$ cat config.mk
export PLATFORM = sky130hd
export DESIGN_NAME = calendar_date_check_and_weekday_top
export DESIGN_NICKNAME = d
export VERILOG_FILES = /design/src/design/cdcw_pkg.sv /design/src/design/calendar_date_check_and_weekday_top.sv /design/src/design/cdcw_core.sv
export SDC_FILE = /design/constraint.sdc
export NUM_CORES = 1
export LEC_CHECK = 0
export BUFFER_PORTS_ARGS = -buffer_cell sky130_fd_sc_hd__buf_2
export CAP_MARGIN = 20
export CORE_ASPECT_RATIO = 0.6
export CORE_MARGIN = 10
export CORE_UTILIZATION = 57
export CTS_BUF_LIST = sky130_fd_sc_hd__clkbuf_4
export DETAILED_ROUTE_END_ITERATION = 8
export PLACE_DENSITY = 0.82
export SLEW_MARGIN = 20
export SYNTH_ARGS = -nofsm -noshare
export SYNTH_HDL_FRONTEND = slang
export SYNTH_SLANG_ARGS = --single-unit
$ cat constraint.sdc
create_clock -name i_clk -period 8.7 [get_ports i_clk]
set_input_delay 0.87 -clock i_clk [delete_from_list [all_inputs] [get_ports i_clk]]
set_output_delay 0.87 -clock i_clk [all_outputs]
set_load 0.05 [all_outputs]
$ cat src/design/cdcw_pkg.sv
// cdcw_pkg: request/result types, limits and calendar tables for the date checker
package cdcw_pkg;

    // limits of an accepted entry
    localparam logic [13:0] YEAR_MIN  = 14'd2020;
    localparam logic [13:0] YEAR_MAX  = 14'd2099;
    localparam logic [13:0] YEAR_BASE = 14'd2000;
    localparam logic [3:0]  MONTH_MIN = 4'd1;
    localparam logic [3:0]  MONTH_MAX = 4'd12;
    localparam logic [4:0]  HOUR_MAX  = 5'd23;
    localparam logic [5:0]  MIN_MAX   = 6'd59;
    localparam logic [5:0]  SEC_MAX   = 6'd59;
    localparam logic [3:0]  MONTH_FEB = 4'd2;
    localparam logic [4:0]  FEB_LEAP  = 5'd29;

    // one entered date and time
    typedef struct packed {
        logic [13:0] year;
        logic [3:0]  month;
        logic [4:0]  day;
        logic [4:0]  hour;
        logic [5:0]  minute;
        logic [5:0]  second;
    } t_req;

    // one check result
    typedef struct packed {
        logic       valid_res;
        logic [2:0] weekday;
        logic [6:0] year_in_century;
        logic [4:0] month_length;
    } t_res;

    // days in a common year, month 1..12
    function automatic logic [4:0] base_month_days(input logic [3:0] m);
        logic [4:0] d;
        case (m)
            4'd2:                  d = 5'd28;
            4'd4, 4'd6, 4'd9, 4'd11: d = 5'd30;
            default:               d = 5'd31;
        endcase
        return d;
    endfunction

    // zeller month term floor(13*(m+1)/5) mod 7, jan/feb taken as months 13/14
    function automatic logic [2:0] zeller_month_term(input logic [3:0] m);
        logic [2:0] t;
        case (m)
            4'd1:    t = 3'd1;
            4'd2:    t = 3'd4;
            4'd3:    t = 3'd3;
            4'd4:    t = 3'd6;
            4'd5:    t = 3'd1;
            4'd6:    t = 3'd4;
            4'd7:    t = 3'd6;
            4'd8:    t = 3'd2;
            4'd9:    t = 3'd5;
            4'd10:   t = 3'd0;
            4'd11:   t = 3'd3;
            4'd12:   t = 3'd5;
            default: t = 3'd0;
        endcase
        return t;
    endfunction

    // zeller day code (0 = saturday) to 1 monday .. 7 sunday
    function automatic logic [2:0] zeller_to_iso(input logic [2:0] h);
        logic [2:0] w;
        case (h)
            3'd0:    w = 3'd6;
            3'd1:    w = 3'd7;
            3'd2:    w = 3'd1;
            3'd3:    w = 3'd2;
            3'd4:    w = 3'd3;
            3'd5:    w = 3'd4;
            3'd6:    w = 3'd5;
            default: w = 3'd0;
        endcase
        return w;
    endfunction

endpackage

$ cat src/design/calendar_date_check_and_weekday_top.sv
// calendar_date_check_and_weekday_top: registered date/time check with weekday output
//
//  channel  | ports                   | handshake
//  ---------+-------------------------+--------------------------------------
//  request  | i_req (t_req)           | taken when start high and busy low
//  result   | o_res (t_res), o_valid  | one cycle strobe, always taken
//
// a request is held in the request register, then in the result register, before it shows on o_res
// one request per cycle, back to back; busy is held low since nothing ever stalls
// the check logic sits between the request register and the result register
// synchronous active-low reset clears both valid flags; payload registers are not reset
module calendar_date_check_and_weekday_top
    import cdcw_pkg::*;
(
    input  logic i_clk,
    input  logic i_rst_n,
    input  logic start,
    output logic busy,
    input  t_req i_req,
    output logic o_valid,
    output t_res o_res
);

    logic r_req_vld;
    logic n_req_vld;
    t_req r_req;
    logic r_res_vld;
    logic n_res_vld;
    t_res r_res;
    t_res n_res;

    assign busy = 1'b0;

    // request register
    assign n_req_vld = start && !busy;

    always_ff @(posedge i_clk) begin
        if (!i_rst_n) begin
            r_req_vld <= 1'b0;
        end else begin
            r_req_vld <= n_req_vld;
        end
    end

    always_ff @(posedge i_clk) begin
        if (n_req_vld) begin
            r_req <= i_req;
        end
    end

    // check logic
    cdcw_core u_core (
        .i_req (r_req),
        .o_res (n_res)
    );

    // result register
    assign n_res_vld = r_req_vld;

    always_ff @(posedge i_clk) begin
        if (!i_rst_n) begin
            r_res_vld <= 1'b0;
        end else begin
            r_res_vld <= n_res_vld;
        end
    end

    always_ff @(posedge i_clk) begin
        if (n_res_vld) begin
            r_res <= n_res;
        end
    end

    assign o_valid = r_res_vld;
    assign o_res   = r_res;

    // a result strobe follows a request passed through the request and result registers
    a_res_follows_req: assert property (@(posedge i_clk) disable iff (!i_rst_n)
        o_valid |-> $past(start, 2))
        else $error("result without request");

    // an invalid result is all zero
    a_invalid_zero: assert property (@(posedge i_clk) disable iff (!i_rst_n)
        (o_valid && !o_res.valid_res) |->
            (o_res.weekday == 3'd0 && o_res.year_in_century == 7'd0
             && o_res.month_length == 5'd0))
        else $error("invalid result carries data");

    // a valid result has a real weekday, month length and year
    a_valid_fields: assert property (@(posedge i_clk) disable iff (!i_rst_n)
        (o_valid && o_res.valid_res) |->
            (o_res.weekday != 3'd0 && o_res.month_length >= 5'd28
             && o_res.year_in_century >= 7'd20 && o_res.year_in_century <= 7'd99))
        else $error("valid result out of range");

    // february 29 is only reported in a leap year
    a_leap_feb: assert property (@(posedge i_clk) disable iff (!i_rst_n)
        (o_valid && o_res.month_length == FEB_LEAP) |->
            (o_res.year_in_century[1:0] == 2'd0))
        else $error("leap february in a common year");

endmodule

$ cat src/design/cdcw_core.sv
// cdcw_core: combinational range checks, month length and weekday of one request
module cdcw_core
    import cdcw_pkg::*;
(
    input  t_req i_req,
    output t_res o_res
);

    logic       year_ok;
    logic       month_ok;
    logic       time_ok;
    logic       day_ok;
    logic       leap;
    logic [13:0] year_diff;
    logic [6:0] yoff;
    logic [6:0] k;
    logic [4:0] mlen;
    logic [7:0] sum;
    logic [6:0] fold1;
    logic [4:0] fold2;
    logic [3:0] fold3;
    logic [2:0] h;

    // field range checks
    assign year_ok  = (i_req.year >= YEAR_MIN) && (i_req.year <= YEAR_MAX);
    assign month_ok = (i_req.month >= MONTH_MIN) && (i_req.month <= MONTH_MAX);
    assign time_ok  = (i_req.hour <= HOUR_MAX) && (i_req.minute <= MIN_MAX)
                   && (i_req.second <= SEC_MAX);

    // year within the century; inside 2020..2099 a leap year is any multiple of four
    assign year_diff = i_req.year - YEAR_BASE;
    assign yoff      = year_diff[6:0];
    assign leap      = (yoff[1:0] == 2'd0);

    // month length
    always_comb begin
        if (i_req.month == MONTH_FEB && leap) begin
            mlen = FEB_LEAP;
        end else begin
            mlen = base_month_days(i_req.month);
        end
    end

    assign day_ok = (i_req.day != 5'd0) && (i_req.day <= mlen);

    // zeller: century terms j/4 + 5j vanish mod 7 for j = 20
    assign k   = (i_req.month < 4'd3) ? (yoff - 7'd1) : yoff;
    assign sum = {3'd0, i_req.day} + {5'd0, zeller_month_term(i_req.month)}
               + {1'b0, k} + {3'd0, k[6:2]};

    // mod 7 by folding base 64 and base 8 digits, then one compare and subtract
    assign fold1 = {5'd0, sum[7:6]} + {1'b0, sum[5:0]};
    assign fold2 = {1'b0, fold1[6:3]} + {2'd0, fold1[2:0]};
    assign fold3 = {2'd0, fold2[4:3]} + {1'b0, fold2[2:0]};
    assign h     = (fold3 >= 4'd7) ? 3'(fold3 - 4'd7) : fold3[2:0];

    // result, all zero when any check fails
    always_comb begin
        if (year_ok && month_ok && day_ok && time_ok) begin
            o_res.valid_res       = 1'b1;
            o_res.weekday         = zeller_to_iso(h);
            o_res.year_in_century = yoff;
            o_res.month_length    = mlen;
        end else begin
            o_res = '0;
        end
    end

endmodule
==> impl_metrics.py, run 1 <==
metrics = {
    "sta": {
        "slew_headroom": 0.403,
        "fmax_ghz": 0.129,
        "rsz0062_at_grt": "false",
        "skew_ns": 0.0123,
        "slew_violations": 0,
        "worstMarginPinSlew_ns": 0.891,
        "fin_crit_sh": 0.889,
        "holdWs_ns": 0.652,
        "min_period_ns": 7.74,
        "setup_violations": 0,
        "hold_viol": 0,
        "fin_tns_setup_ns": 0,
    },
    "outcome": {
        "status": "finished clean",
    },
    "final_layout": {
        "final_util": 0.671,
        "regArea_sq_um": 1510,
        "diodes": 0,
        "design_area_sq_um": 3440,
        "drive_above_1_share": 0.203,
        "fin_nets": 388,
        "area_growth_pct": 12.0,
        "fill_cells": 386,
        "multiInputGateArea_sq_um": 1450,
    },
    "die": {
        "dieArea_sq_um": 8830,
        "coreArea_sq_um": 5130,
        "ios": 61,
        "placementRows": 20,
        "die_w_microns": 115,
        "start_util": 0.599,
        "die_h_microns": 76.9,
    },
    "placement": {
        "hpwl_microns": 4990,
        "gp_congestion": 0.860,
        "placed_area_sq_um": 3380,
        "io_buffers": 52,
    },
    "global_route": {
        "grt_pass1_wl_microns": 9990,
        "grt_overflow": 0,
        "grt_use_total": 0.139,
        "grt_max_degree": 39,
        "antenna_found_initial": 0,
        "grt_pass1_vias": 2051,
    },
    "worst_setup_path": {
        "max_stage_delay_ns": 0.79,
        "slowest_stage": "a211oi_1",
        "worstSetupPathType": "flip-flop to flip-flop",
        "r2r-start": "r_req[25]",
        "crit_fanout": 11,
        "worstSetupEndpointType": "flip-flop",
        "critPathRequiredTime_ns": 8.88,
        "critPathLaunchType": "flip-flop",
        "startpoint": "r_req[25]",
        "worst_ep_arrival_time_ns": 7.92,
    },
    "clock_tree": {
        "clkLatencyLatePin_ns": 0.37,
        "cts_setup_buffers": 0,
        "cts.clk_slew.worst_paths_ns": 0.16,
        "cts_resized": 0,
        "cts.sinks": 52,
        "cts.htree.levels": 2,
        "clk_path_buf_depth": 2,
        "cts_made_buffers": 5,
        "cts_tree": "yes",
        "cts.hold.buffers_added": 0,
        "cts.root.buffer_cell": "clkbuf_4",
    },
    "route": {
        "drc": 0,
        "routedWlPerCell_microns": 16.7,
        "wl_microns": 6180,
        "dr.pass1.iters": 4,
        "viasPerCell": 5.62,
        "ant_nets": 0,
        "drtIter0Drc": 101,
        "vias": 2084,
    },
    "logic_synthesis": {
        "yosys_most_used_dff": "edfxtp_1",
        "synthTopCellsByArea": "edfxtp_1, ha_1, fa_1",
        "synth_top_area_cell": "edfxtp_1",
        "ys_warn_count": 0,
        "netlist_top_cells_count": "edfxtp_1, ha_1, inv_1, nor2_1, a21oi_1",
        "ys_seq_area_frac": 0.492,
        "synth.ff_latch_count": 52,
        "synth_most_common_cell": "edfxtp_1",
        "syn_area_sq_um": 3070,
        "ys_types": 43,
        "async_reset_ff_frac": 0,
        "synth_edf_count": 47,
        "syn_nets": 335,
        "yosysTopAreaCellShare": 0.459,
        "syn_inst": 251,
        "syn_avg_cell_area_sq_um": 12.2,
    },
    "worst_hold_path": {
        "min_from": "r_req[27]",
        "hold_path.class": "flip-flop to flip-flop",
    },
    "flow_run": {
        "maxCapViolations": 0,
    },
}
## cells in the final DEF, fill, tap and decap left out, types with 2 or more instances in the layout
cell type	synthesis	layout
buf_2	2	52
edfxtp_1	47	47
ha_1	31	31
inv_1	21	21
nor2_1	19	19
a21oi_1	17	17
xnor2_1	15	15
fa_1	10	10
nand2_1	9	9
xor2_1	8	8
mux2i_1	6	6
nand3_1	5	5
o21ai_0	5	5
a21o_1	5	5
dfxtp_1	5	5
clkbuf_4	0	5
a211oi_1	4	4
nand4_1	4	4
nor3_1	3	3
and2_1	3	3
nor2b_1	2	2
o21bai_1	2	2
nor4b_1	2	2
or4_1	2	2
a2111oi_0	2	2
o21ai_1	2	2
clkinvlp_4	0	2
## worst paths after layout
check,depth (start not counted),slack [ns],end
worst max-delay path,26,0.96,o_res[14]
worst min-delay path,2,0.65,o_res[6]
worst max register to register,26,0.96,o_res[14]
worst min register to register,2,0.65,o_res[6]
## worst max-delay path: cells and delay by family (launching register included)
family | cells | cell delay [ns]
buf+inv | 1 | 0.05
fa+ha+maj | 8 | 3.06
simple gates | 4 | 0.77
flops | 1 | 0.53
xor+xnor | 3 | 0.71
mux | 1 | 0.24
compound gates | 9 | 2.19
## sequential cells by signal, indices dropped and copies added (netlist names), named ones only
register	flops
n_res_vld	1
o_res	14
o_valid	1
r_req	33
## logic make-up after synthesis
| family | synth area share |
|---|---|
| simple gates | 0.0879 |
| flops | 0.492 |
| compound gates | 0.0973 |
| fa+ha+maj | 0.191 |
| buf+inv | 0.0374 |
| xor+xnor | 0.0737 |
| mux | 0.0195 |
| other cells | 0.00122 |
## layer usage
metal	GRT usage	part of all wire	vias to the layer above
met2	0.192	0.41	77
li1	-	-	1011
met3	0.0567	0.11	7
met4	0.0296	0.0076	0
met1	0.198	0.48	989
met5	0	0	-
## cell type report
| type | count | area share |
|---|---|---|
| Timing Repair Buffer | 52 | 0.0756 |
| Sequential cell | 52 | 0.439 |
| Multi-Input combinational cell | 172 | 0.421 |
| Clock inverter | 3 | 0.00691 |
| Inverter | 21 | 0.0229 |
| Clock buffer | 5 | 0.0109 |
| Tap cell | 66 | 0.0240 |
## per-stage QoR
step | std cells | setup slack [ns]
floorplan | 251 | 2.05
global placement | 363 | 1.32
detailed placement | 363 | 1.05
CTS | 371 | 1.01
global route | 371 | 0.304
finish | 371 | 0.962
Power of run 1 is not shown: default switching activity piles up to over one toggle a cycle in this logic, so the estimate is an artifact.
==> run 2: changes to the inputs <==
--- a/config.mk
+++ b/config.mk
@@ -7,12 +7,14 @@
 export LEC_CHECK = 0
 export BUFFER_PORTS_ARGS = -buffer_cell sky130_fd_sc_hd__buf_2
 export CAP_MARGIN = 20
+export CELL_PAD_IN_SITES_DETAIL_PLACEMENT = 1
+export CELL_PAD_IN_SITES_GLOBAL_PLACEMENT = 1
 export CORE_ASPECT_RATIO = 0.6
-export CORE_MARGIN = 10
-export CORE_UTILIZATION = 57
+export CORE_MARGIN = 3
+export CORE_UTILIZATION = 45
 export CTS_BUF_LIST = sky130_fd_sc_hd__clkbuf_4
 export DETAILED_ROUTE_END_ITERATION = 8
-export PLACE_DENSITY = 0.82
+export PLACE_DENSITY_LB_ADDON = 0.1
 export SLEW_MARGIN = 20
 export SYNTH_ARGS = -nofsm -noshare
 export SYNTH_HDL_FRONTEND = slang
==> run 2 against run 1 <==
Net effect:
- sequential cell count did not move
- cell count increased by 4.9%
- global-route usage grew 3.5 points
- sequential share of layout area is 0.27 points lower
- die area down 11%
- non-clock buffer count unchanged
- clock-buffer cell count unchanged
- clock skew decreased by 0.0016 ns
- via count fell by 1.9%
- hold slack better by 0.0064 ns
- register-to-register slack lost 0.03 ns
==> impl_metrics.py, run 2 (same netlist as run 1, synthesis figures left out) <==
metrics = {
    "placement": {
        "gp_congestion": 0.775,
        "io_buffers": 52,
        "hpwl_microns": 5290,
    },
    "final_layout": {
        "drive_above_1_share": 0.203,
        "fill_cells": 712,
        "regArea_sq_um": 1510,
        "area_growth_pct": 12.7,
        "max_flop_register": "r_req",
        "diodes": 0,
        "final_cell_mix": "buf_2, edfxtp_1, ha_1",
        "top_regs": "r_req: 33 flops, o_res: 14 flops",
        "mostFrequentLayoutCell": "buf_2",
        "fin_nets": 388,
        "largest_register_ffs": 33,
        "multiInputGateArea_sq_um": 1450,
    },
    "worst_setup_path": {
        "path_buf_inv": 1,
        "max_stage_delay_ns": 0.81,
        "r2r-start": "r_req[23]",
        "critPathTopFamily": "adder cells",
        "slowest_stage": "a211oi_1",
        "crit_fanout": 11,
        "crit_cells": 26,
        "critPathLaunchType": "flip-flop",
        "reg2reg_depth": 26,
        "worst_ep_arrival_time_ns": 7.96,
        "worstSetupPathType": "flip-flop to flip-flop",
        "critPathRequiredTime_ns": 8.90,
        "worstSetupEndpointType": "flip-flop",
        "startpoint": "r_req[23]",
        "rrSetupSlack_ns": 0.93,
    },
    "clock_tree": {
        "cts.htree.levels": 2,
        "cts.clk_slew.worst_paths_ns": 0.15,
        "cts.root.buffer_cell": "clkbuf_4",
        "cts.sinks": 52,
        "clkLatencyLatePin_ns": 0.37,
        "cts.hold.buffers_added": 0,
        "clk_path_buf_depth": 2,
        "cts_resized": 0,
        "cts_setup_buffers": 0,
        "cts_made_buffers": 5,
        "cts_tree": "yes",
    },
    "sta": {
        "setup_violations": 0,
        "fmax_ghz": 0.129,
        "fin_tns_setup_ns": 0,
        "min_period_ns": 7.77,
        "fin_crit_sh": 0.893,
        "skew_ns": 0.0108,
        "slew_headroom": 0.384,
        "slew_violations": 0,
        "rsz0062_at_grt": "false",
        "worstMarginPinSlew_ns": 0.918,
        "hold_viol": 0,
    },
    "outcome": {
        "status": "finished clean",
    },
    "route": {
        "vias": 2044,
        "drtIter0Drc": 119,
        "routedWlPerCell_microns": 16.8,
        "wl_microns": 6530,
        "dr.pass1.iters": 4,
        "ant_nets": 0,
        "viasPerCell": 5.25,
        "drc": 0,
    },
    "worst_hold_path": {
        "hold_path.class": "primary input to flip-flop",
        "min_from": "i_req[2]",
        "hold_depth": 1,
    },
    "die": {
        "placementRows": 22,
        "dieArea_sq_um": 7890,
        "start_util": 0.483,
        "ios": 61,
        "coreArea_sq_um": 6360,
        "die_w_microns": 113,
        "die_h_microns": 70.0,
    },
    "global_route": {
        "grt_max_degree": 39,
        "grt_use_total": 0.174,
        "grt_pass1_wl_microns": 10800,
        "grt_pass1_vias": 2121,
        "antenna_found_initial": 0,
        "grt_overflow": 0,
    },
    "flow_run": {
        "maxCapViolations": 0,
    },
}
## run 2: changes by cell type in the layout (fill, tap and decap cells not counted)
cell / change
clkinvlp_4: -2
inv_6: +1
clkinv_2: +1
## run 2: per-layer routing
layer / track usage / routed length (microns) / vias up
met1: 0.261 / 3360 / 979
met4: 0.0320 / 33 / 0
met3: 0.0364 / 306 / 5
li1: - / - / 1011
met2: 0.261 / 2830 / 49
met5: 0 / 0 / -
## run 2: cell type report
type,instances,share of cell area
multi-input combinational,172,0.418
clock inverter,3,0.00650
inverter,21,0.0228
clock buffer,5,0.0108
sequential,52,0.436
tap,84,0.0303
timing repair buffer,52,0.0751
## run 2: final timing paths
kind | endpoint
max reg2reg | o_res[14]
min | r_req[2]
max | o_res[14]
min reg2reg | o_res[5]
## run 2: worst reg2reg max path: stages, from the launching register on
cell	delay (ns)
edfxtp_1	0.51
a211oi_1	0.81
nand4_1	0.25
xnor2_1	0.25
fa_1	0.56
inv_1	0.04
ha_1	0.22
fa_1	0.41
a21oi_1	0.19
o21bai_1	0.11
and2_1	0.17
o21ai_0	0.16
nand2b_1	0.15
fa_1	0.48
and3_1	0.19
xor2_1	0.29
ha_1	0.29
a21o_1	0.15
a21oi_1	0.16
xor2_1	0.10
ha_1	0.23
fa_1	0.62
ha_1	0.43
o21ai_1	0.14
a221oi_1	0.35
a21oi_1	0.07
a311oi_1	0.28
## run 2: metrics by stage
stage | setup slack (ns) | hold WS [ns] | util | area, sq um | std cells
after CTS | 0.900 | 0.641 | 0.545 | 3460 | 389
after floorplan | 2.05 | 0.567 | - | 3070 | 251
after global placement | 1.20 | 0.604 | 0.535 | 3400 | 381
after global routing | 0.386 | 0.613 | 0.545 | 3460 | 389
after detailed placement | 0.924 | 0.638 | 0.535 | 3400 | 381
final | 0.933 | 0.658 | 0.545 | 3460 | 389
Power of run 2 is left out for the same reason.
